--- src/hdl/sdspi_pkg.sv ---
// ----------------------------------------------------------------------------
// sdspi_pkg
// Shared types, codes and CRC7 constants for the SD SPI command engine.
// ----------------------------------------------------------------------------
package sdspi_pkg;

	localparam int POLL_W = 9;
	localparam int CNT_W  = 3;
	localparam int RESP_W = 40;

	// request and result kinds
	localparam logic REQ_START = 1'b0;
	localparam logic REQ_POLL  = 1'b1;
	localparam logic OUT_FRAME  = 1'b0;
	localparam logic OUT_FINISH = 1'b1;

	// expected response kinds
	localparam logic [1:0] RESP_R1  = 2'd0;
	localparam logic [1:0] RESP_R2  = 2'd1;
	localparam logic [1:0] RESP_R37 = 2'd2;
	localparam logic [1:0] RESP_NONE = 2'd3;

	localparam logic [7:0] HOST_BIT       = 8'h40;
	localparam logic [7:0] CMD0_TRAILER   = 8'h95;
	localparam logic [7:0] NO_CRC_TRAILER = 8'hFF;
	localparam logic [7:0] IDLE_BYTE      = 8'hFF;
	localparam logic [7:0] ERR_BITS       = 8'hFE;
	localparam logic [5:0] CMD_GO_IDLE    = 6'd0;
	localparam logic [5:0] CMD_IF_COND    = 6'd8;
	localparam logic [6:0] CRC7_POLY      = 7'h09;

	localparam logic [CNT_W-1:0] FRAME_LAST_IDX = 3'd5;
	localparam logic [CNT_W-1:0] NEED_R1  = 3'd1;
	localparam logic [CNT_W-1:0] NEED_R2  = 3'd2;
	localparam logic [CNT_W-1:0] NEED_R37 = 3'd5;
	localparam logic [CNT_W-1:0] CNT_MAX  = 3'd5;

	typedef struct packed {
		logic        req_type;
		logic [5:0]  cmd_index;
		logic [31:0] argument;
		logic [1:0]  resp_kind;
		logic [7:0]  rx_byte;
	} item_t;

	typedef struct packed {
		logic              valid;
		logic [7:0]        final_byte;
		logic [RESP_W-1:0] resp_bytes;
		logic [CNT_W-1:0]  bytes_received;
		logic              timed_out;
	} fin_t;

	// Column d is x^(d+7) mod G: the CRC7 contribution of a message bit
	// followed by d more bits.
	function automatic logic [39:0][6:0] crc7_cols();
		logic [39:0][6:0] c;
		logic [6:0]       r;
		r = CRC7_POLY;
		for (int d = 0; d < 40; d++) begin
			c[d] = r;
			r = {r[5:0], 1'b0} ^ (r[6] ? CRC7_POLY : 7'h00);
		end
		return c;
	endfunction

	localparam logic [39:0][6:0] CRC7_COLS = crc7_cols();

endpackage

--- src/hdl/sdspi_frame_gen.sv ---
// ----------------------------------------------------------------------------
// sdspi_frame_gen
// Builds the six-byte command frame; the trailer is a parallel CRC7, the fixed
// CMD0 trailer, or 0xFF when CRC is off for a command other than CMD8.
module sdspi_frame_gen (
	input  logic [5:0]  cmd_index,
	input  logic [31:0] argument,
	input  logic        crc_enable,
	output logic [47:0] frame
);

	logic [39:0] msg;
	logic [6:0]  crc;
	logic [7:0]  trailer;

	assign msg = {sdspi_pkg::HOST_BIT | {2'b00, cmd_index}, argument};

	// CRC is linear: xor the column of every set message bit
	always_comb begin
		crc = 7'h00;
		for (int j = 0; j < 40; j++) begin
			if (msg[j])
				crc = crc ^ sdspi_pkg::CRC7_COLS[j];
		end
	end

	always_comb begin
		if (cmd_index == sdspi_pkg::CMD_GO_IDLE)
			trailer = sdspi_pkg::CMD0_TRAILER;
		else if (crc_enable || cmd_index == sdspi_pkg::CMD_IF_COND)
			trailer = {crc, 1'b1};
		else
			trailer = sdspi_pkg::NO_CRC_TRAILER;
	end

	assign frame = {msg, trailer};

endmodule

--- src/hdl/sdspi_resp_track.sv ---
// ----------------------------------------------------------------------------
// sdspi_resp_track
// Response collector: skips leading idle bytes, stores the response, counts polls.
// ----------------------------------------------------------------------------
module sdspi_resp_track #(
	parameter int unsigned POLL_LIMIT = 500
) (
	input  logic               clk,
	input  logic               arst_n,
	input  logic               advance,
	input  sdspi_pkg::item_t   item,
	output sdspi_pkg::fin_t    fin
);

	localparam logic [sdspi_pkg::POLL_W-1:0] LIMIT = sdspi_pkg::POLL_W'(POLL_LIMIT);
	localparam logic [sdspi_pkg::POLL_W-1:0] SAT   = '1;

	logic                              awaiting_q;
	logic [1:0]                        kind_q;
	logic [sdspi_pkg::CNT_W-1:0]       count_q;
	logic [sdspi_pkg::RESP_W-1:0]      bytes_q;
	logic [sdspi_pkg::POLL_W-1:0]      poll_q;

	logic                              store;
	logic                              done;
	logic [sdspi_pkg::POLL_W-1:0]      poll_n;
	logic [sdspi_pkg::CNT_W-1:0]       count_n;
	logic [sdspi_pkg::CNT_W-1:0]       need;
	logic [sdspi_pkg::RESP_W-1:0]      bytes_n;
	logic [7:0]                        first;
	logic                              is_poll;

	assign is_poll = (item.req_type == sdspi_pkg::REQ_POLL) && awaiting_q;
	assign poll_n  = (poll_q != SAT) ? poll_q + 1'b1 : poll_q;
	assign store   = !(item.rx_byte == sdspi_pkg::IDLE_BYTE && count_q == '0)
		&& kind_q != sdspi_pkg::RESP_NONE;

	always_comb begin
		case (kind_q)
			sdspi_pkg::RESP_R1: need = sdspi_pkg::NEED_R1;
			sdspi_pkg::RESP_R2: need = sdspi_pkg::NEED_R2;
			default:            need = sdspi_pkg::NEED_R37;
		endcase
	end

	always_comb begin
		if (store) begin
			bytes_n = {bytes_q[sdspi_pkg::RESP_W-9:0], item.rx_byte};
			count_n = (count_q < sdspi_pkg::CNT_MAX) ? count_q + 1'b1 : count_q;
		end else begin
			bytes_n = bytes_q;
			count_n = count_q;
		end
	end

	// first stored byte sits count_n-1 bytes up
	always_comb begin
		case (count_n)
			3'd2:    first = bytes_n[15:8];
			3'd3:    first = bytes_n[23:16];
			3'd4:    first = bytes_n[31:24];
			3'd5:    first = bytes_n[39:32];
			default: first = bytes_n[7:0];
		endcase
	end

	assign done = store && (count_n >= need || (first & sdspi_pkg::ERR_BITS) != 8'h00);

	always_comb begin
		fin.valid          = is_poll && (done || poll_n >= LIMIT);
		fin.final_byte     = item.rx_byte;
		fin.resp_bytes     = bytes_n;
		fin.bytes_received = count_n;
		fin.timed_out      = !done;
	end

	always_ff @(posedge clk or negedge arst_n) begin
		if (!arst_n) begin
			awaiting_q <= 1'b0;
			kind_q     <= sdspi_pkg::RESP_R1;
			count_q    <= '0;
			bytes_q    <= '0;
			poll_q     <= '0;
		end else if (advance) begin
			if (item.req_type == sdspi_pkg::REQ_START) begin
				awaiting_q <= 1'b1;
				kind_q     <= item.resp_kind;
				count_q    <= '0;
				bytes_q    <= '0;
				poll_q     <= '0;
			end else if (is_poll) begin
				poll_q  <= poll_n;
				count_q <= count_n;
				bytes_q <= bytes_n;
				if (fin.valid)
					awaiting_q <= 1'b0;
			end
		end
	end

endmodule

--- src/hdl/sdspi_out_buf.sv ---
// ----------------------------------------------------------------------------
// sdspi_out_buf
// Result register: shifts out six frame bytes or holds one finish result.
// ----------------------------------------------------------------------------
module sdspi_out_buf (
	input  logic             clk,
	input  logic             arst_n,
	input  logic             load_frame,
	input  logic [47:0]      frame,
	input  logic             load_fin,
	input  sdspi_pkg::fin_t  fin,
	output logic             free,
	output logic             m_axis_tvalid,
	input  logic             m_axis_tready,
	output logic [63:0]      m_axis_tdata,
	output logic             m_axis_tuser,
	output logic             m_axis_tlast
);

	logic                        valid_q;
	logic                        kind_q;
	logic [sdspi_pkg::CNT_W-1:0] left_q;
	logic [47:0]                 frame_q;
	sdspi_pkg::fin_t             fin_q;
	logic                        last;
	logic                        take;

	assign last = (kind_q == sdspi_pkg::OUT_FINISH) || (left_q == '0);
	assign take = valid_q && m_axis_tready;
	assign free = !valid_q || (take && last);

	always_ff @(posedge clk or negedge arst_n) begin
		if (!arst_n) begin
			valid_q <= 1'b0;
			kind_q  <= sdspi_pkg::OUT_FRAME;
			left_q  <= '0;
		end else begin
			if (load_frame) begin
				valid_q <= 1'b1;
				kind_q  <= sdspi_pkg::OUT_FRAME;
				left_q  <= sdspi_pkg::FRAME_LAST_IDX;
			end else if (load_fin) begin
				valid_q <= 1'b1;
				kind_q  <= sdspi_pkg::OUT_FINISH;
			end else if (take) begin
				if (last)
					valid_q <= 1'b0;
				else
					left_q <= left_q - 1'b1;
			end
		end
	end

	always_ff @(posedge clk) begin
		if (load_frame)
			frame_q <= frame;
		else if (take && !last)
			frame_q <= {frame_q[39:0], 8'h00};
		if (load_fin)
			fin_q <= fin;
	end

	assign m_axis_tvalid = valid_q;
	assign m_axis_tuser  = kind_q;
	assign m_axis_tlast  = last;
	assign m_axis_tdata  = (kind_q == sdspi_pkg::OUT_FINISH)
		? {4'h0, fin_q.timed_out, fin_q.bytes_received, fin_q.resp_bytes,
			fin_q.final_byte, 8'h00}
		: {56'h0, frame_q[47:40]};

endmodule

--- src/hdl/sd_spi_command_engine_unit.sv ---
// ----------------------------------------------------------------------------
// sd_spi_command_engine_unit
// SD card SPI command framing with CRC7 and response collection.
// ----------------------------------------------------------------------------
// Input stream: a start transaction (tuser 0) carries command index, argument
// and expected response kind; a poll transaction (tuser 1) carries one byte
// read from the card. Output stream: a start yields six frame-byte
// transactions (tuser 0, tlast on the sixth); a poll that ends the response
// yields one finish transaction (tuser 1, tlast 1) with the collected bytes,
// the byte count and a timeout flag. Polls while no command is pending and
// polls that do not end the response give nothing.
// An accepted transaction passes the input register, then the result register.
// Polls pass at one transaction per cycle while the result register is free; a
// start holds it until its six frame bytes leave, one per cycle while tready is high.
// When the receiver stalls, the result register holds and the input register
// fills, then s_axis_tready drops. Reset clears crc_enable, the pending
// response and both registers' valid flags.
// crc_enable is written over the APB port at addresses 0 to 3 (paddr[2] low).
// ----------------------------------------------------------------------------
module sd_spi_command_engine_unit #(
	parameter int unsigned POLL_LIMIT = 500
) (
	input  logic        clk,
	input  logic        arst_n,
	input  logic        s_axis_tvalid,
	output logic        s_axis_tready,
	input  logic [47:0] s_axis_tdata,  // cmd_index, argument, resp_kind, rx_byte
	input  logic        s_axis_tuser,  // req_type
	output logic        m_axis_tvalid,
	input  logic        m_axis_tready,
	output logic [63:0] m_axis_tdata,  // tx_byte, final_byte, resp_bytes,
	                                   // bytes_received, timed_out, zero pad
	output logic        m_axis_tuser,  // out_kind
	output logic        m_axis_tlast,  // last_of_run
	input  logic        psel,
	input  logic        penable,
	input  logic        pwrite,
	input  logic [2:0]  paddr,
	input  logic [31:0] pwdata,
	output logic [31:0] prdata,
	output logic        pready
);

	logic              crc_enable_q;
	logic              valid_s1;
	sdspi_pkg::item_t  item_s1;
	sdspi_pkg::fin_t   fin;
	logic [47:0]       frame;
	logic              buf_free;
	logic              advance;
	logic              is_start;

	assign pready = 1'b1;
	assign prdata = (paddr[2] == 1'b0) ? {31'h0, crc_enable_q} : 32'h0;

	always_ff @(posedge clk or negedge arst_n) begin
		if (!arst_n)
			crc_enable_q <= 1'b0;
		else if (psel && penable && pwrite && pready && paddr[2] == 1'b0)
			crc_enable_q <= pwdata[0];
	end

	// input register
	assign advance       = valid_s1 && buf_free;
	assign s_axis_tready = !valid_s1 || advance;
	assign is_start      = item_s1.req_type == sdspi_pkg::REQ_START;

	always_ff @(posedge clk or negedge arst_n) begin
		if (!arst_n)
			valid_s1 <= 1'b0;
		else if (s_axis_tready)
			valid_s1 <= s_axis_tvalid;
	end

	always_ff @(posedge clk) begin
		if (s_axis_tvalid && s_axis_tready) begin
			item_s1.req_type  <= s_axis_tuser;
			item_s1.cmd_index <= s_axis_tdata[5:0];
			item_s1.argument  <= s_axis_tdata[37:6];
			item_s1.resp_kind <= s_axis_tdata[39:38];
			item_s1.rx_byte   <= s_axis_tdata[47:40];
		end
	end

	sdspi_frame_gen u_frame (
		.cmd_index  (item_s1.cmd_index),
		.argument   (item_s1.argument),
		.crc_enable (crc_enable_q),
		.frame      (frame)
	);

	sdspi_resp_track #(
		.POLL_LIMIT (POLL_LIMIT)
	) u_track (
		.clk     (clk),
		.arst_n  (arst_n),
		.advance (advance),
		.item    (item_s1),
		.fin     (fin)
	);

	sdspi_out_buf u_out (
		.clk           (clk),
		.arst_n        (arst_n),
		.load_frame    (advance && is_start),
		.frame         (frame),
		.load_fin      (advance && !is_start && fin.valid),
		.fin           (fin),
		.free          (buf_free),
		.m_axis_tvalid (m_axis_tvalid),
		.m_axis_tready (m_axis_tready),
		.m_axis_tdata  (m_axis_tdata),
		.m_axis_tuser  (m_axis_tuser),
		.m_axis_tlast  (m_axis_tlast)
	);

	// a taken start shows its first frame byte with the host bit next cycle
	a_start_frame: assert property (@(posedge clk) disable iff (!arst_n)
		advance && is_start |=> m_axis_tvalid && m_axis_tuser == sdspi_pkg::OUT_FRAME
			&& m_axis_tdata[7:6] == 2'b01)
		else $error("start did not produce a frame byte");

	// a finish transaction is always a single-item run
	a_finish_last: assert property (@(posedge clk) disable iff (!arst_n)
		m_axis_tvalid && m_axis_tuser == sdspi_pkg::OUT_FINISH |-> m_axis_tlast)
		else $error("finish result without tlast");

	// back-pressure only comes from a full input register behind a busy buffer
	a_stall_cause: assert property (@(posedge clk) disable iff (!arst_n)
		!s_axis_tready |-> valid_s1 && !buf_free)
		else $error("input stalled without cause");

endmodule
--- config.mk ---
export PLATFORM = sky130hd
export DESIGN_NAME = sd_spi_command_engine_unit
export DESIGN_NICKNAME = d
export VERILOG_FILES = /design/src/hdl/sdspi_pkg.sv /design/src/hdl/sdspi_frame_gen.sv /design/src/hdl/sdspi_resp_track.sv /design/src/hdl/sdspi_out_buf.sv /design/src/hdl/sd_spi_command_engine_unit.sv
export SDC_FILE = /design/constraint.sdc
export NUM_CORES = 1
export LEC_CHECK = 0
export ABC_CLOCK_PERIOD_IN_PS = 6250
export BUFFER_PORTS_ARGS = -buffer_cell sky130_fd_sc_hd__buf_2
export CORE_ASPECT_RATIO = 1.25
export CORE_MARGIN = 2
export CORE_UTILIZATION = 56
export CTS_CLUSTER_DIAMETER = 120
export CTS_CLUSTER_SIZE = 25
export DETAILED_ROUTE_END_ITERATION = 8
export PLACE_DENSITY = 0.84
export SETUP_SLACK_MARGIN = 0.4
export SYNTH_ARGS = -nofsm -noshare
export SYNTH_HDL_FRONTEND = slang
export SYNTH_SLANG_ARGS = --single-unit
--- constraint.sdc ---
create_clock -name clk -period 6.25 [get_ports clk]
set_clock_uncertainty 0.2 [all_clocks]
set_input_delay 1.25 -clock clk [delete_from_list [all_inputs] [get_ports clk]]
set_output_delay 1.25 -clock clk [all_outputs]
set_load 0.005 [all_outputs]
# After elaboration in Yosys (flattened, before gate mapping)
# Index checks and enable logic that the tools add are counted.
dict set report totals {
  regBits 211
  input_bits 91
  out_inout_bits 101
  wordCells 191
}
dict set report op_classes {
  add_sub_neg 3
  magnitude_cmp 3
  eq_ne 13
  mux 69
  bitwise_logic 40
  n_reduce_logical 42
}
# op count
set ops {}
lappend ops {{$mux W40} 3}
lappend ops {{$mux W7} 17}
lappend ops {{$mux W46} 2}
lappend ops {{$mux W6} 11}
lappend ops {{$mux W60} 1}
lappend ops {{$not A4 Y4} 12}
lappend ops {{$not A3 Y3} 12}
lappend ops {{$pmux W8 S4} 1}
lappend ops {{$mux W3} 9}
lappend ops {{$mux W9} 3}
lappend ops {{$mux W5} 5}
lappend ops {{$not A2 Y2} 10}
lappend ops {{$not A5 Y5} 4}
lappend ops {{$logic_and A1 B1 Y1} 16}
lappend ops {{$mux W8} 2}
lappend ops {{$mux W4} 3}
lappend ops {{$mux W1} 10}
lappend ops {{$add A9 B1 Y9 const B} 1}
lappend ops {{$ge A9 B9 Y1 const B} 1}
lappend ops {{$ne A9 B9 Y1 const B} 1}
lappend ops {{$eq A8 B8 Y1 const B} 1}
lappend ops {{$ne A2 B1 Y1 const B} 4}
lappend ops {{$reduce_bool A8 Y1} 1}
lappend ops {{$eq A3 B2 Y1 const B} 2}
lappend ops {{other kinds (20)} 38}

# Longest topological paths before layout
# Gate-level depths: netlist of the first run.
dict set report logic_depth {
  ltp_word 79
  mapped_depth 16
  depth_no_buf 13
}

# By module
# From an unflattened synthesis of the first run, not the netlist that was laid out.
dict set report unflattened {
  hier_cells 788
  area_unflattened_um2 10376.2
}
# mod n_inst cells_per_inst area_per_inst_um2 seq_area_each_um2
set by_module_without_submodules {}
lappend by_module_without_submodules {sdspi_out_buf 1 254 4252.8 3128.0}
lappend by_module_without_submodules {sdspi_resp_track 1 310 3206.8 1376.3}
lappend by_module_without_submodules {sd_spi_command_engine_unit 1 94 1835.5 1521.5}
lappend by_module_without_submodules {sdspi_frame_gen 1 130 1081.0 0.0}

# Least setup slack after synthesis of the first run
# No wires, ideal clock.
dict set report synth_timing {
  kind {register -> register}
  start {register u_track.count_q[0] in the netlist's numbering}
  end {register u_out.fin_q[0] in the netlist's numbering (enable)}
  setup_ps 462
  arrival_ps 4824
  slack_ps 764
  path_stages_with_launch 15
  path_buffers 1
  synth_period_minus_slack_ps 5486
  cell_sequence {dfrtp_1 buf_2 inv_1 ha_1 nand4b_4 o31a_1 a311oi_4 inv_1 ha_1 nor2b_1 o21ai_0 a32o_1 a221oi_2 o211a_1 nor2_1}
}
# element line
set synth_rtl {}
lappend synth_rtl {{start, declared} sdspi_resp_track.sv:20} ;# logic [sdspi_pkg::CNT_W-1:0] count_q;
lappend synth_rtl {{start signal, assigned} sdspi_resp_track.sv:93} ;# count_q <= count_n;
lappend synth_rtl {{end signal, assigned} sdspi_out_buf.sv:60} ;# fin_q <= fin;
lappend synth_rtl {{end, declared} sdspi_out_buf.sv:24} ;# sdspi_pkg::fin_t fin_q;

==> results.md, run 1 <==
- GPL Wtd Cong: 0.8691
- Share of layout cells above drive strength 1: 15.86%
- Post-synth EDFFs: 147
- First-pass GRT wire length: 31.02 mm
- IO Port Bufs: 122
- Hold crit path type: flip-flop to flip-flop
- Crit path max-delay family: compound AO/OA/AOI/OAI gates
- Post-synthesis instance total: 909
- I/O pin cnt: 192
- Fill cell count: 1,352
- Final hold violations: 0
- Design Power: 5033 uW
- Final WL: 19.14 mm
- Final Critical Period: 4.608 ns
- CP Data Required Time: 6.20 ns
- Slowest-stage cell, CP: a311oi_4
- Post-CTS Hold Buffers: 0
- Residual DRC: 0
- Largest net degree at the start of global routing: 63
- # Post-CTS Setup Buffers: 0
- Die height: 153.4 um
- CTS-repair resized insts: 0
- Crit path depth: 15
- Status: finished clean
- Rows: 54
- ANT nets after route: 0
- Clock Pin Slew Worst Setup and Hold Paths: 0.10 ns
- Final design area excluding fillers: 0.01104 mm^2
- H-tree Lvls: 1
- Startpoint Class: flip-flop
- Via density: 5.421
- Worst path bufs/invs: 4
- Final setup viols: 0
- Critical Path End Type: flip-flop
- Sequential area share after synthesis: 60.03%
- Number of global-route vias before repair: 6,359
- Iter 0 DRT Violations: 699
- Vias post-DR: 6,716
- Placed cell area: 0.01067 mm^2
- Pre-antenna DRT Iters: 5
- Later-pin clock latency in the skew report: 0.47 ns
- P_leak: 0.004828 uW
- Crit Path Category: flip-flop to flip-flop
- Most frequent cells in the layout: 257 x nand2_1, 147 x edfxtp_1, 122 x buf_2, 64 x xnor2_1, 62 x dfrtp_1
- TNS Setup: 0 ns
- Netlist cell types: 55
- Grt ovf: 0
- Unrepaired setup endpoints after global routing: false
- CTS root buffer: clkbuf_16
- Post-Synth Simple-Gate Area: 18.17%
- Main combinational cell family by area after synthesis: simple AND/OR/NAND/NOR gates
- Compound-cell area share of the yosys netlist: 8.104%
- Gr usage total: 20.55%
- Yosys warning total: 0
- CTS Buf Count: 12
- FF-to-FF path depth: 15
- Area Growth Syn to Fin: 10.32%
- Total clock sinks: 211
- Final setup margin: 1.642 ns
- Period utilization: 73.73%
- Die Width: 123.6 um
- Routed wire length per instance: 15.45 um
- Post-synthesis register bit count: 211
- Mux cell area share after synthesis: 1.076%
- Crit-path cells: inv_1 -> ha_1 -> nand4b_4 -> o31a_1 -> buf_4 -> a311oi_4 -> inv_1 -> ha_1 -> nor2b_1 -> o21ai_0 -> a32o_1 -> a221oi_2 -> o211a_1 -> nor2_4 -> buf_4
- Final Slew Violations: 0
- Place WS: 1.635 ns
- Starting Density: 57.17%
- Slew margin rel.: 26.57%
- Primary FF master, synth: edfxtp_1
- Die area: 0.01896 mm^2
- CTS tree: built
- Initial antenna violation count: 0
- CTS max path bufs: 3
- Final hold slack: 0.2504 ns
- Crit path DAT: 4.56 ns
- Synth async-reset ratio: 29.38%
- Max Cap Viol: 0
- Mean Syn Cell Area: 11.01 um^2
- Maximum clock frequency: 0.2170 GHz
- Measured slew at the worst slew-check pin: 1.101 ns
- Adder-Cell Fraction of Synth Area: 0.8754%
- Worst VDD drop: 0.3605 mV
- Post-Synth XOR/XNOR Area: 6.828%
- CP peak stage delay: 0.54 ns
- Pwr/cell area: 456.0 mW/mm^2
- Antenna cells: 0
- Most common cell after layout, fill and taps aside: nand2_1
- Post-Syn Area: 0.01000 mm^2
- Worst-path maximum fanout: 52
- Core area: 0.01750 mm^2
- DP Wirelength: 13.12 mm
- Post-layout nets: 1,107
- Hold path depth: 2
- Worst reg-to-reg setup slack: 1.64 ns
[flip-flops by register name, summed over array words and instances, names as in the netlist]
| register | flops |
|---|---|
| valid_s1 | 1 |
| item_s1 | 49 |
| u_out.left_q | 3 |
| u_out.fin_q | 52 |
| u_track.count_q | 3 |
| u_out.m_axis_tuser | 1 |
| u_track.bytes_q | 40 |
| crc_enable_q | 1 |
| u_track.awaiting_q | 1 |
| u_out.frame_q | 48 |
| u_out.m_axis_tvalid | 1 |
| u_track.poll_q | 9 |
| u_track.kind_q | 2 |
[Yosys cell counts (all sizes together) (2+ instances only)]
cell      n  share of area [%]
a21oi    20                1.0
a22o     40                3.5
a31oi     3               0.19
a32oi     2               0.18
and2     58                3.6
and3      6               0.38
buf      44                3.0
clkbuf   35                1.3
conb      2              0.075
dfrtp    62                 16
dfxtp     2               0.40
edfxtp  147                 44
ha        7               0.88
inv      13               0.49
mux2      3               0.38
mux2i     7               0.70
nand2   258                9.7
nand2b    3               0.19
nand3     8               0.40
nand4     3               0.34
nand4b    3               0.41
nor2     31                1.2
nor2b    13               0.81
nor3     11               0.55
nor4      2               0.13
o211ai    4               0.30
o21ai    16               0.80
o22ai     2               0.13
o311ai    3               0.26
o31ai     3               0.36
o41ai     2               0.18
or2       2               0.13
or4       2               0.15
xnor2    64                5.6
xor2     14                1.2
[logic make-up (layout without fill, tap and decap cells)]
group	after synthesis	in the layout
adder cells (fa/ha/maj)	7	7
buffers and inverters	92	164
XOR/XNOR	78	78
AND/OR/NAND/NOR	403	403
other	2	36
multiplexers	10	10
flip-flops	211	211
AO/OA/AOI/OAI	106	106
[per-stage QoR]
stage,utilization [%],instances
2_1_floorplan,-,943
3_3_place_gp,60.99,1219
3_5_place_dp,60.99,1219
4_1_cts,63.07,1239
5_1_grt,63.07,1239
6_report,63.07,1239
[layout make-up]
type                       count  area (um^2)  area share, %
multi-input combinational    640         3660          33.16
timing repair buffer         131        678.2          6.144
clock inverter                 1        16.27         0.1474
clock buffer                  19        347.8          3.152
tap                          224        280.3          2.539
inverter                      13        48.80         0.4421
sequential                   211         6006          54.42
[final timing paths]
kind | endpoint | from
setup / recovery | u_out.fin_q[7] | u_track.count_q[0]
hold / removal | u_track.kind_q[0] | item_s1[8]
setup reg to reg | u_out.fin_q[7] | u_track.count_q[0]
hold reg to reg | u_track.kind_q[0] | item_s1[8]
max in group asynchronous | u_track.kind_q[1] | arst_n
min in group asynchronous | u_track.bytes_q[10] | arst_n
[power breakdown]
part | internal, uW | switching [uW]
combinational | 799 | 1140
clock | 394 | 435
sequential | 2040 | 227
total | 3230 | 1800
[layer usage]
layer  share of wire [%]  track usage, %  vias up
met1                  40           25.75     3204
met5                   0               0        -
met3                 5.3           2.575       39
li1                    -               -     3227
met2                  53           36.29      246
met4                 2.5           7.035        0
[worst reg2reg max path: cells and delay by family, from the launching register on]
kind,cells,cell delay [ns]
buffers and inverters,4,0.94
adder cells (fa/ha/maj),2,0.54
flip-flops,1,0.53
AND/OR/NAND/NOR,3,0.28
AO/OA/AOI/OAI,6,1.73
Note: power is estimated with default switching activity, not from simulation.
==> inputs of run 2 (changes only) <==
--- a/config.mk
+++ b/config.mk
@@ -5,7 +5,7 @@
 export SDC_FILE = /design/constraint.sdc
 export NUM_CORES = 1
 export LEC_CHECK = 0
-export ABC_CLOCK_PERIOD_IN_PS = 6250
+export ABC_CLOCK_PERIOD_IN_PS = 4420
 export BUFFER_PORTS_ARGS = -buffer_cell sky130_fd_sc_hd__buf_2
 export CORE_ASPECT_RATIO = 1.25
 export CORE_MARGIN = 2
==> constraint.sdc (replaced) <==
create_clock -name clk -period 4.42 [get_ports clk]
set_clock_uncertainty 0.2 [all_clocks]
set_input_delay 0.884 -clock clk [delete_from_list [all_inputs] [get_ports clk]]
set_output_delay 0.884 -clock clk [all_outputs]
set_load 0.005 [all_outputs]
==> run 2 against run 1 <==
  * Non-clock buffer count up 14
  * Via count up 1.4%
  * Combinational power up 49%
  * Critical path type unchanged
  * Critical endpoint is now u_out.fin_q[15]
  * Largest cell class unchanged
==> results.md, run 2 (same netlist as run 1, synthesis figures left out) <==
- Max reg flops: 52 (unchanged)
- GRT Max-Usage Layer: met2 (unchanged)
- Most frequent cells in the layout: 257 x nand2_1, 147 x edfxtp_1, 122 x buf_2, 64 x xnor2_1, 62 x dfrtp_1 (unchanged)
- Final Slew Violations: 0 (unchanged)
- Logic pwr share: 39.9% (was 38.5%)
- Placed cell area: 0.01078 mm^2 (was 0.01067 mm^2)
- Die Width: 123.6 um (unchanged)
- Fill cell count: 1,396 (was 1,352)
- Final WL: 19.90 mm (was 19.14 mm)
- Pwr/cell area: 650.9 mW/mm^2 (was 456.0 mW/mm^2)
- Grt ovf: 0 (unchanged)
- Number of global-route vias before repair: 6,466 (was 6,359)
- Clock Power Share: 16.2% (was 16.5%)
- GPL Wtd Cong: 0.8991 (was 0.8691)
- Initial antenna violation count: 0 (unchanged)
- CTS root buffer: clkbuf_16 (unchanged)
- TNS Setup: 0 ns (unchanged)
- Rows: 54 (unchanged)
- Final setup viols: 0 (unchanged)
- Final Critical Period: 3.752 ns (was 4.608 ns)
- Critical Path End Type: flip-flop (unchanged)
- Routed wire length per instance: 15.86 um (was 15.45 um)
- Status: finished clean (unchanged)
- Worst VDD drop: 0.5209 mV (was 0.3605 mV)
- IO Port Bufs: 122 (unchanged)
- Worst-path maximum fanout: 11 (was 52)
- Starting Density: 57.17% (unchanged)
- Total clock sinks: 211 (unchanged)
- Largest registers: u_out.fin_q x52, item_s1 x49, u_out.frame_q x48 (unchanged)
- ANT nets after route: 0 (unchanged)
- Largest net degree at the start of global routing: 63 (unchanged)
- Post-CTS Hold Buffers: 0 (unchanged)
- Period utilization: 84.89% (was 73.73%)
- H-tree Lvls: 1 (unchanged)
- Antenna cells: 0 (unchanged)
- Die area: 0.01896 mm^2 (unchanged)
- Die height: 153.4 um (unchanged)
- P_leak: 0.004894 uW (was 0.004828 uW)
- First-pass GRT wire length: 31.93 mm (was 31.02 mm)
- Startpoint Class: flip-flop (unchanged)
- Unrepaired setup endpoints after global routing: false (unchanged)
- Hold crit path type: flip-flop to flip-flop (unchanged)
- Iter 0 DRT Violations: 579 (was 699)
- M1 GR Usage: 26.86% (was 25.75%)
- Maximum clock frequency: 0.2665 GHz (was 0.2170 GHz)
- Max Cap Viol: 0 (unchanged)
- Measured slew at the worst slew-check pin: 1.111 ns (was 1.101 ns)
- Final hold violations: 0 (unchanged)
- Sw power: 2636 uW (was 1801 uW)
- Final design area excluding fillers: 0.01116 mm^2 (was 0.01104 mm^2)
- Sw Ratio: 36.29% (was 35.79%)
- Clock Pin Slew Worst Setup and Hold Paths: 0.10 ns (about the same)
- Share of layout cells above drive strength 1: 17.46% (was 15.86%)
- Crit path DAT: 3.79 ns (was 4.56 ns)
- Pre-antenna DRT Iters: 5 (unchanged)
- CTS max path bufs: 3 (unchanged)
- Gr usage total: 21.20% (was 20.55%)
- Core area: 0.01750 mm^2 (unchanged)
- Final setup margin: 0.6677 ns (was 1.642 ns)
- Residual DRC: 0 (unchanged)
- CP Data Required Time: 4.46 ns (was 6.20 ns)
- Reg power frac: 43.9% (was 45.0%)
- Design Power: 7265 uW (was 5033 uW)
- CTS tree: built (unchanged)
- Register with the most flip-flops: u_out.fin_q (unchanged)
- Worst reg-to-reg setup slack: 0.67 ns (was 1.64 ns)
- Later-pin clock latency in the skew report: 0.48 ns (was 0.47 ns)
- Internal power: 4629 uW (was 3232 uW)
- Met2 global-route usage: 36.58% (was 36.29%)
- Most common cell after layout, fill and taps aside: nand2_1 (unchanged)
- Crit Path Category: flip-flop to flip-flop (unchanged)
- Slew margin rel.: 25.97% (was 26.57%)
- CTS Buf Count: 12 (unchanged)
- Place WS: 0.1112 ns (was 1.635 ns)
- Area Growth Syn to Fin: 11.57% (was 10.32%)
- DP Wirelength: 13.49 mm (was 13.12 mm)
- Post-layout nets: 1,123 (was 1,107)
- GR Layer Usage met3: 2.537% (was 2.575%)
- I/O pin cnt: 192 (unchanged)
- Via density: 5.428 (was 5.421)
- Vias post-DR: 6,812 (was 6,716)
[run 2: cell types whose count changed in the layout (fill, tap and decap cells not counted), sizes merged]
cell  delta
buf     +14
nor2     +2
[run 2: worst paths after layout]
check / from / endpoint / depth (start not counted)
min in group asynchronous: arst_n / u_track.bytes_q[6] / 1
worst min register to register: item_s1[8] / u_track.kind_q[0] / 2
worst min-delay path: item_s1[8] / u_track.kind_q[0] / 2
worst max-delay path: u_track.count_q[1] / u_out.fin_q[15] / 14
worst max register to register: u_track.count_q[1] / u_out.fin_q[15] / 14
max in group asynchronous: arst_n / u_out.left_q[2] / 2
[run 2: layer usage]
metal | part of all wire (%) | routed length [um] | up-vias
met3 | 5.7 | 1138 | 61
met2 | 51 | 10240 | 291
met4 | 4.3 | 847 | 0
met5 | 0 | 0 | -
li1 | - | - | 3263
met1 | 39 | 7672 | 3197
[run 2: through the flow]
step	hold WS [ns]	utilization [%]	std cells
floorplan	0.2146	-	943
global placement	0.2206	61.60	1233
detailed placement	0.2313	61.60	1233
CTS	0.2557	63.75	1254
global route	0.2782	63.79	1255
finish	0.2543	63.79	1255
[run 2: critical path: stages, from the launching register on]
cell      delay [ns]
dfrtp_1         0.40
inv_1           0.08
ha_2            0.21
nand4b_4        0.13
o31a_1          0.36
a311oi_4        0.34
inv_1           0.11
ha_1            0.31
nor2b_1         0.10
o21ai_0         0.08
a32o_1          0.28
a221oi_2        0.21
o211a_2         0.34
nor2_4          0.13
buf_4           0.23
[run 2: power groups by stage]
| stage | registers [uW] | clock network [uW] | logic, uW |
|---|---|---|---|
| global route | 3240 | 1260 | 3230 |
| floorplan | 3130 | 0 | 2130 |
| detailed placement | 3230 | 0 | 2860 |
| CTS | 3190 | 1190 | 2900 |
| global placement | 3200 | 0 | 2770 |
| finish | 3190 | 1180 | 2900 |
[run 2: what timing repair did]
action,4_1_cts,5_1_grt
cloned,1,1
setup buffers,0,0
endpoints found under the setup margin,52,11
resized for setup,1,1
pin swaps,1,1
[run 2: final cells by class]
cell class              count  area (um^2)  share of cell area [%]
clock buffers              19        347.8                   3.116
clock inverters             1        16.27                  0.1457
inverters                  13        48.80                  0.4372
multi-input cells         642         3680                   32.97
flip-flops and latches    211         6006                   53.81
well taps                 224        280.3                   2.511
repair buffers            145        783.3                   7.017
==> inputs of run 3 (changes only) <==
--- a/config.mk
+++ b/config.mk
@@ -5,7 +5,8 @@
 export SDC_FILE = /design/constraint.sdc
 export NUM_CORES = 1
 export LEC_CHECK = 0
-export ABC_CLOCK_PERIOD_IN_PS = 4420
+export ABC_AREA = 1
+export ABC_CLOCK_PERIOD_IN_PS = 3600
 export BUFFER_PORTS_ARGS = -buffer_cell sky130_fd_sc_hd__buf_2
 export CORE_ASPECT_RATIO = 1.25
 export CORE_MARGIN = 2
@@ -13,7 +14,7 @@
 export CTS_CLUSTER_DIAMETER = 120
 export CTS_CLUSTER_SIZE = 25
 export DETAILED_ROUTE_END_ITERATION = 8
-export PLACE_DENSITY = 0.84
+export PLACE_DENSITY = 0.83
 export SETUP_SLACK_MARGIN = 0.4
 export SYNTH_ARGS = -nofsm -noshare
 export SYNTH_HDL_FRONTEND = slang
==> constraint.sdc (replaced) <==
create_clock -name clk -period 3.6 [get_ports clk]
set_clock_uncertainty 0.2 [all_clocks]
set_input_delay 0.72 -clock clk [delete_from_list [all_inputs] [get_ports clk]]
set_output_delay 0.72 -clock clk [all_outputs]
set_load 0.005 [all_outputs]
==> run 3 against run 2 <==
  * Global-route usage increased by 1.1 points
  * Critical path depth is 5 higher
  * Wire length grew 11%
  * Synthesized area grew 5.1%
  * Maximum frequency is 19% higher
  * Hold slack lost 0.11 ns
  * Via count is 11% higher
  * Largest power group is now combinational cells
  * Power increased by 37%
==> results.md, run 3 <==
- Initial antenna violation count: 0 (unchanged)
- Area Growth Syn to Fin: 13.34% (was 11.57%)
- Register with the most flip-flops: u_out.fin_q (unchanged)
- I/O pin cnt: 192 (unchanged)
- Post-CTS Hold Buffers: 0 (unchanged)
- Core area: 0.01857 mm^2 (was 0.01750 mm^2)
- Final WL: 22.04 mm (was 19.90 mm)
- Main combinational cell family by area after synthesis: simple AND/OR/NAND/NOR gates (unchanged)
- Status: finished clean (unchanged)
- Rows: 56 (was 54)
- Mux cell area share after synthesis: 0.1071% (was 1.076%)
- Residual DRC: 0 (unchanged)
- Placed cells: 1,425 (was 1,233)
- Number of global-route vias before repair: 7,358 (was 6,466)
- First-pass GRT wire length: 35.40 mm (was 31.93 mm)
- Post-synthesis register bit count: 211 (unchanged)
- Final hold violations: 0 (unchanged)
- Total clock sinks: 211 (unchanged)
- Via density: 5.166 (was 5.428)
- TNS Setup: 0 ns (unchanged)
- Final setup viols: 0 (unchanged)
- IO Port Bufs: 122 (unchanged)
- Yosys warning total: 0 (unchanged)
- Critical Path End Type: flip-flop (unchanged)
- Worst-path maximum fanout: 35 (was 11)
- Die area: 0.01990 mm^2 (was 0.01896 mm^2)
- Post-layout nets: 1,320 (was 1,123)
- Grt ovf: 0 (unchanged)
- Adder-Cell Fraction of Synth Area: 0.8327% (was 0.8754%)
- Crit Path Category: flip-flop to flip-flop (unchanged)
- Cell taking the most area after synthesis: edfxtp_1 (unchanged)
- Max Cap Viol: 0 (unchanged)
- Measured slew at the worst slew-check pin: 0.8891 ns (was 1.111 ns)
- Primary FF master, synth: edfxtp_1 (unchanged)
- Pre-antenna DRT Iters: 5 (unchanged)
- Most frequent cells in the layout: 271 x nand2_1, 185 x inv_1, 147 x edfxtp_1, 122 x buf_2, 61 x dfrtp_1 (was 257 x nand2_1, 147 x edfxtp_1, 122 x buf_2, 64 x xnor2_1, 62 x dfrtp_1)
- DP Wirelength: 14.70 mm (was 13.49 mm)
- Final design area excluding fillers: 0.01192 mm^2 (was 0.01116 mm^2)
- Mean Syn Cell Area: 9.527 um^2 (was 11.01 um^2)
- Crit-path cells: inv_2 -> ha_4 -> inv_2 -> nor2_4 -> nand3_4 -> nand2_8 -> bufbuf_16 -> o21ai_1 -> nand3_1 -> nand2_1 -> nand4_1 -> nor2_1 -> nand2_1 -> nand2_2 -> nand2_4 -> nand2_4 -> clkinvlp_4 -> buf_6 -> buf_16 (was inv_1 -> ha_2 -> nand4b_4 -> o31a_1 -> a311oi_4 -> inv_1 -> ha_1 -> nor2b_1 -> o21ai_0 -> a32o_1 -> a221oi_2 -> o211a_2 -> nor2_4 -> buf_4)
- CTS max path bufs: 3 (unchanged)
- Pwr/cell area: 836.7 mW/mm^2 (was 650.9 mW/mm^2)
- Gr usage total: 22.27% (was 21.20%)
- Post-Synth XOR/XNOR Area: 8.660% (was 6.828%)
- CP Data Required Time: 3.65 ns (was 4.46 ns)
- Crit path DAT: 3.21 ns (was 3.79 ns)
- CP peak stage delay: 0.38 ns (was 0.40 ns)
- Startpoint Class: flip-flop (unchanged)
- Antenna cells: 0 (unchanged)
- Compound-cell area share of the yosys netlist: 6.709% (was 8.104%)
- Largest registers: u_out.fin_q x52, item_s1 x49, u_out.frame_q x48 (unchanged)
- Netlist cell types: 38 (was 55)
- Synth area leaders: edfxtp_1 42%, dfrtp_1 15%, nand2_1 9.9% (was edfxtp_1 44%, dfrtp_1 16%, nand2_1 9.7%)
- Synth async-reset ratio: 29.38% (unchanged)
- Share of layout cells above drive strength 1: 16.86% (was 17.46%)
- Largest net degree at the start of global routing: 63 (unchanged)
- Placed cell area: 0.01124 mm^2 (was 0.01078 mm^2)
- Period utilization: 87.59% (was 84.89%)
- Later-pin clock latency in the skew report: 0.48 ns (about the same)
- Clock Pin Slew Worst Setup and Hold Paths: 0.10 ns (about the same)
- Die Width: 126.6 um (was 123.6 um)
- Final Slew Violations: 0 (unchanged)
- CTS root buffer: clkbuf_16 (unchanged)
- CTS tree: built (unchanged)
- Top cells by count, synth: 276 x nand2_1, 192 x inv_1, 147 x edfxtp_1 (was 258 x nand2_1, 147 x edfxtp_1, 64 x xnor2_1)
- Most frequent cell after synthesis: nand2_1 (unchanged)
- ANT nets after route: 0 (unchanged)
- P_leak: 0.005774 uW (was 0.004894 uW)
- CTS Buf Count: 12 (unchanged)
- Most common cell after layout, fill and taps aside: nand2_1 (unchanged)
- Post-synthesis instance total: 1,104 (was 909)
- Slowest-stage cell, CP: dfrtp_1 (unchanged)
- Vias post-DR: 7,543 (was 6,812)
- Starting Density: 56.64% (was 57.17%)
- GPL Wtd Cong: 0.8913 (was 0.8991)
- Max reg flops: 52 (unchanged)
- Routed wire length per instance: 15.09 um (was 15.86 um)
- Hold crit path type: primary input to asynchronous set/reset pin (was flip-flop to flip-flop)
- Slew margin rel.: 40.73% (was 25.97%)
- Share of the synthesized area in the top cell type: 41.97% (was 44.12%)
- Post-Synth Simple-Gate Area: 14.73% (was 18.17%)
- Unrepaired setup endpoints after global routing: true (was false)
- H-tree Lvls: 1 (unchanged)
- Final Critical Period: 3.153 ns (was 3.752 ns)
- Iter 0 DRT Violations: 601 (was 579)
- Maximum clock frequency: 0.3171 GHz (was 0.2665 GHz)
- Final std cells w/o fill: 1,460 (was 1,255)
- Sequential area share after synthesis: 57.10% (was 60.03%)
- Post-synth EDFFs: 147 (unchanged)
- Worst VDD drop: 0.5842 mV (was 0.5209 mV)
- Die height: 157.2 um (was 153.4 um)
- Post-Syn Area: 0.01052 mm^2 (was 0.01000 mm^2)
run 3: power breakdown:
part | switching [uW] | leakage, uW | internal, uW
clock network | 780 | 0.000175 | 685
registers | 430 | 0.00223 | 3630
logic | 2720 | 0.00337 | 1730
total | 3930 | 0.00577 | 6050
run 3: layout make-up:
type,count,area (um^2)
well taps,232,290.3
flip-flops and latches,211,6007
clock buffers,19,347.8
inverters,196,739.5
repair buffers,152,1016
multi-input cells,649,3503
clock inverters,1,16.27
fillers,1452,6648
run 3: logic make-up after synthesis:
logic type / count (synthesis)
AND/OR/NAND/NOR: 377
adder cells (fa/ha/maj): 7
XOR/XNOR: 104
flip-flops: 211
buffers and inverters: 278
AO/OA/AOI/OAI: 124
multiplexers: 1
other: 2
run 3: per-stage QoR:
step	hold WS [ns]	worst slack (ns)	total power (uW)	util, %
final	0.1466	0.4469	9973	64.20
after global routing	0.1879	0.2557	10710	64.20
after CTS	0.1786	0.3986	9909	63.92
after detailed placement	0.2710	0.3074	8248	60.56
after global placement	0.2548	0.3595	8070	60.56
after floorplan	0.2244	0.1027	7143	-
run 3: critical path, delay by kind of cell, from the launching register on:
family	cells	cell delay, ns
simple gates	11	0.94
compound gates	1	0.31
buf+inv	6	0.92
flops	1	0.38
fa+ha+maj	1	0.16
run 3: worst paths after layout:
path                               startpoint             endpoint  slack, ns  cells past startpoint
min in group clk             s_axis_tdata[24]          item_s1[28]       0.20                      1
min                                    arst_n  u_track.bytes_q[16]       0.15                      1
max reg2reg                u_track.count_q[1]       u_out.fin_q[5]       0.45                     19
max                        u_track.count_q[1]       u_out.fin_q[5]       0.45                     19
max in group asynchronous              arst_n   u_out.m_axis_tuser       2.15                      2
min reg2reg                        item_s1[8]    u_track.kind_q[0]       0.28                      2
run 3: repair_timing:
action | CTS | global route
endpoints found under the setup margin | 52 | 52
pin swaps | 3 | 3
setup buffers | 9 | 1
resized for setup | 13 | 12
cloned | 4 | 1
run 3: layer usage:
| layer | routed length, um | part of all wire [%] | GRT usage, % | up-vias |
|---|---|---|---|---|
| met5 | 0 | 0 | 0 | - |
| met4 | 900 | 4.1 | 9.890 | 0 |
| met3 | 1250 | 5.7 | 2.821 | 62 |
| met2 | 11490 | 52 | 41.23 | 314 |
| met1 | 8392 | 38 | 25.74 | 3511 |
| li1 | - | - | - | 3656 |
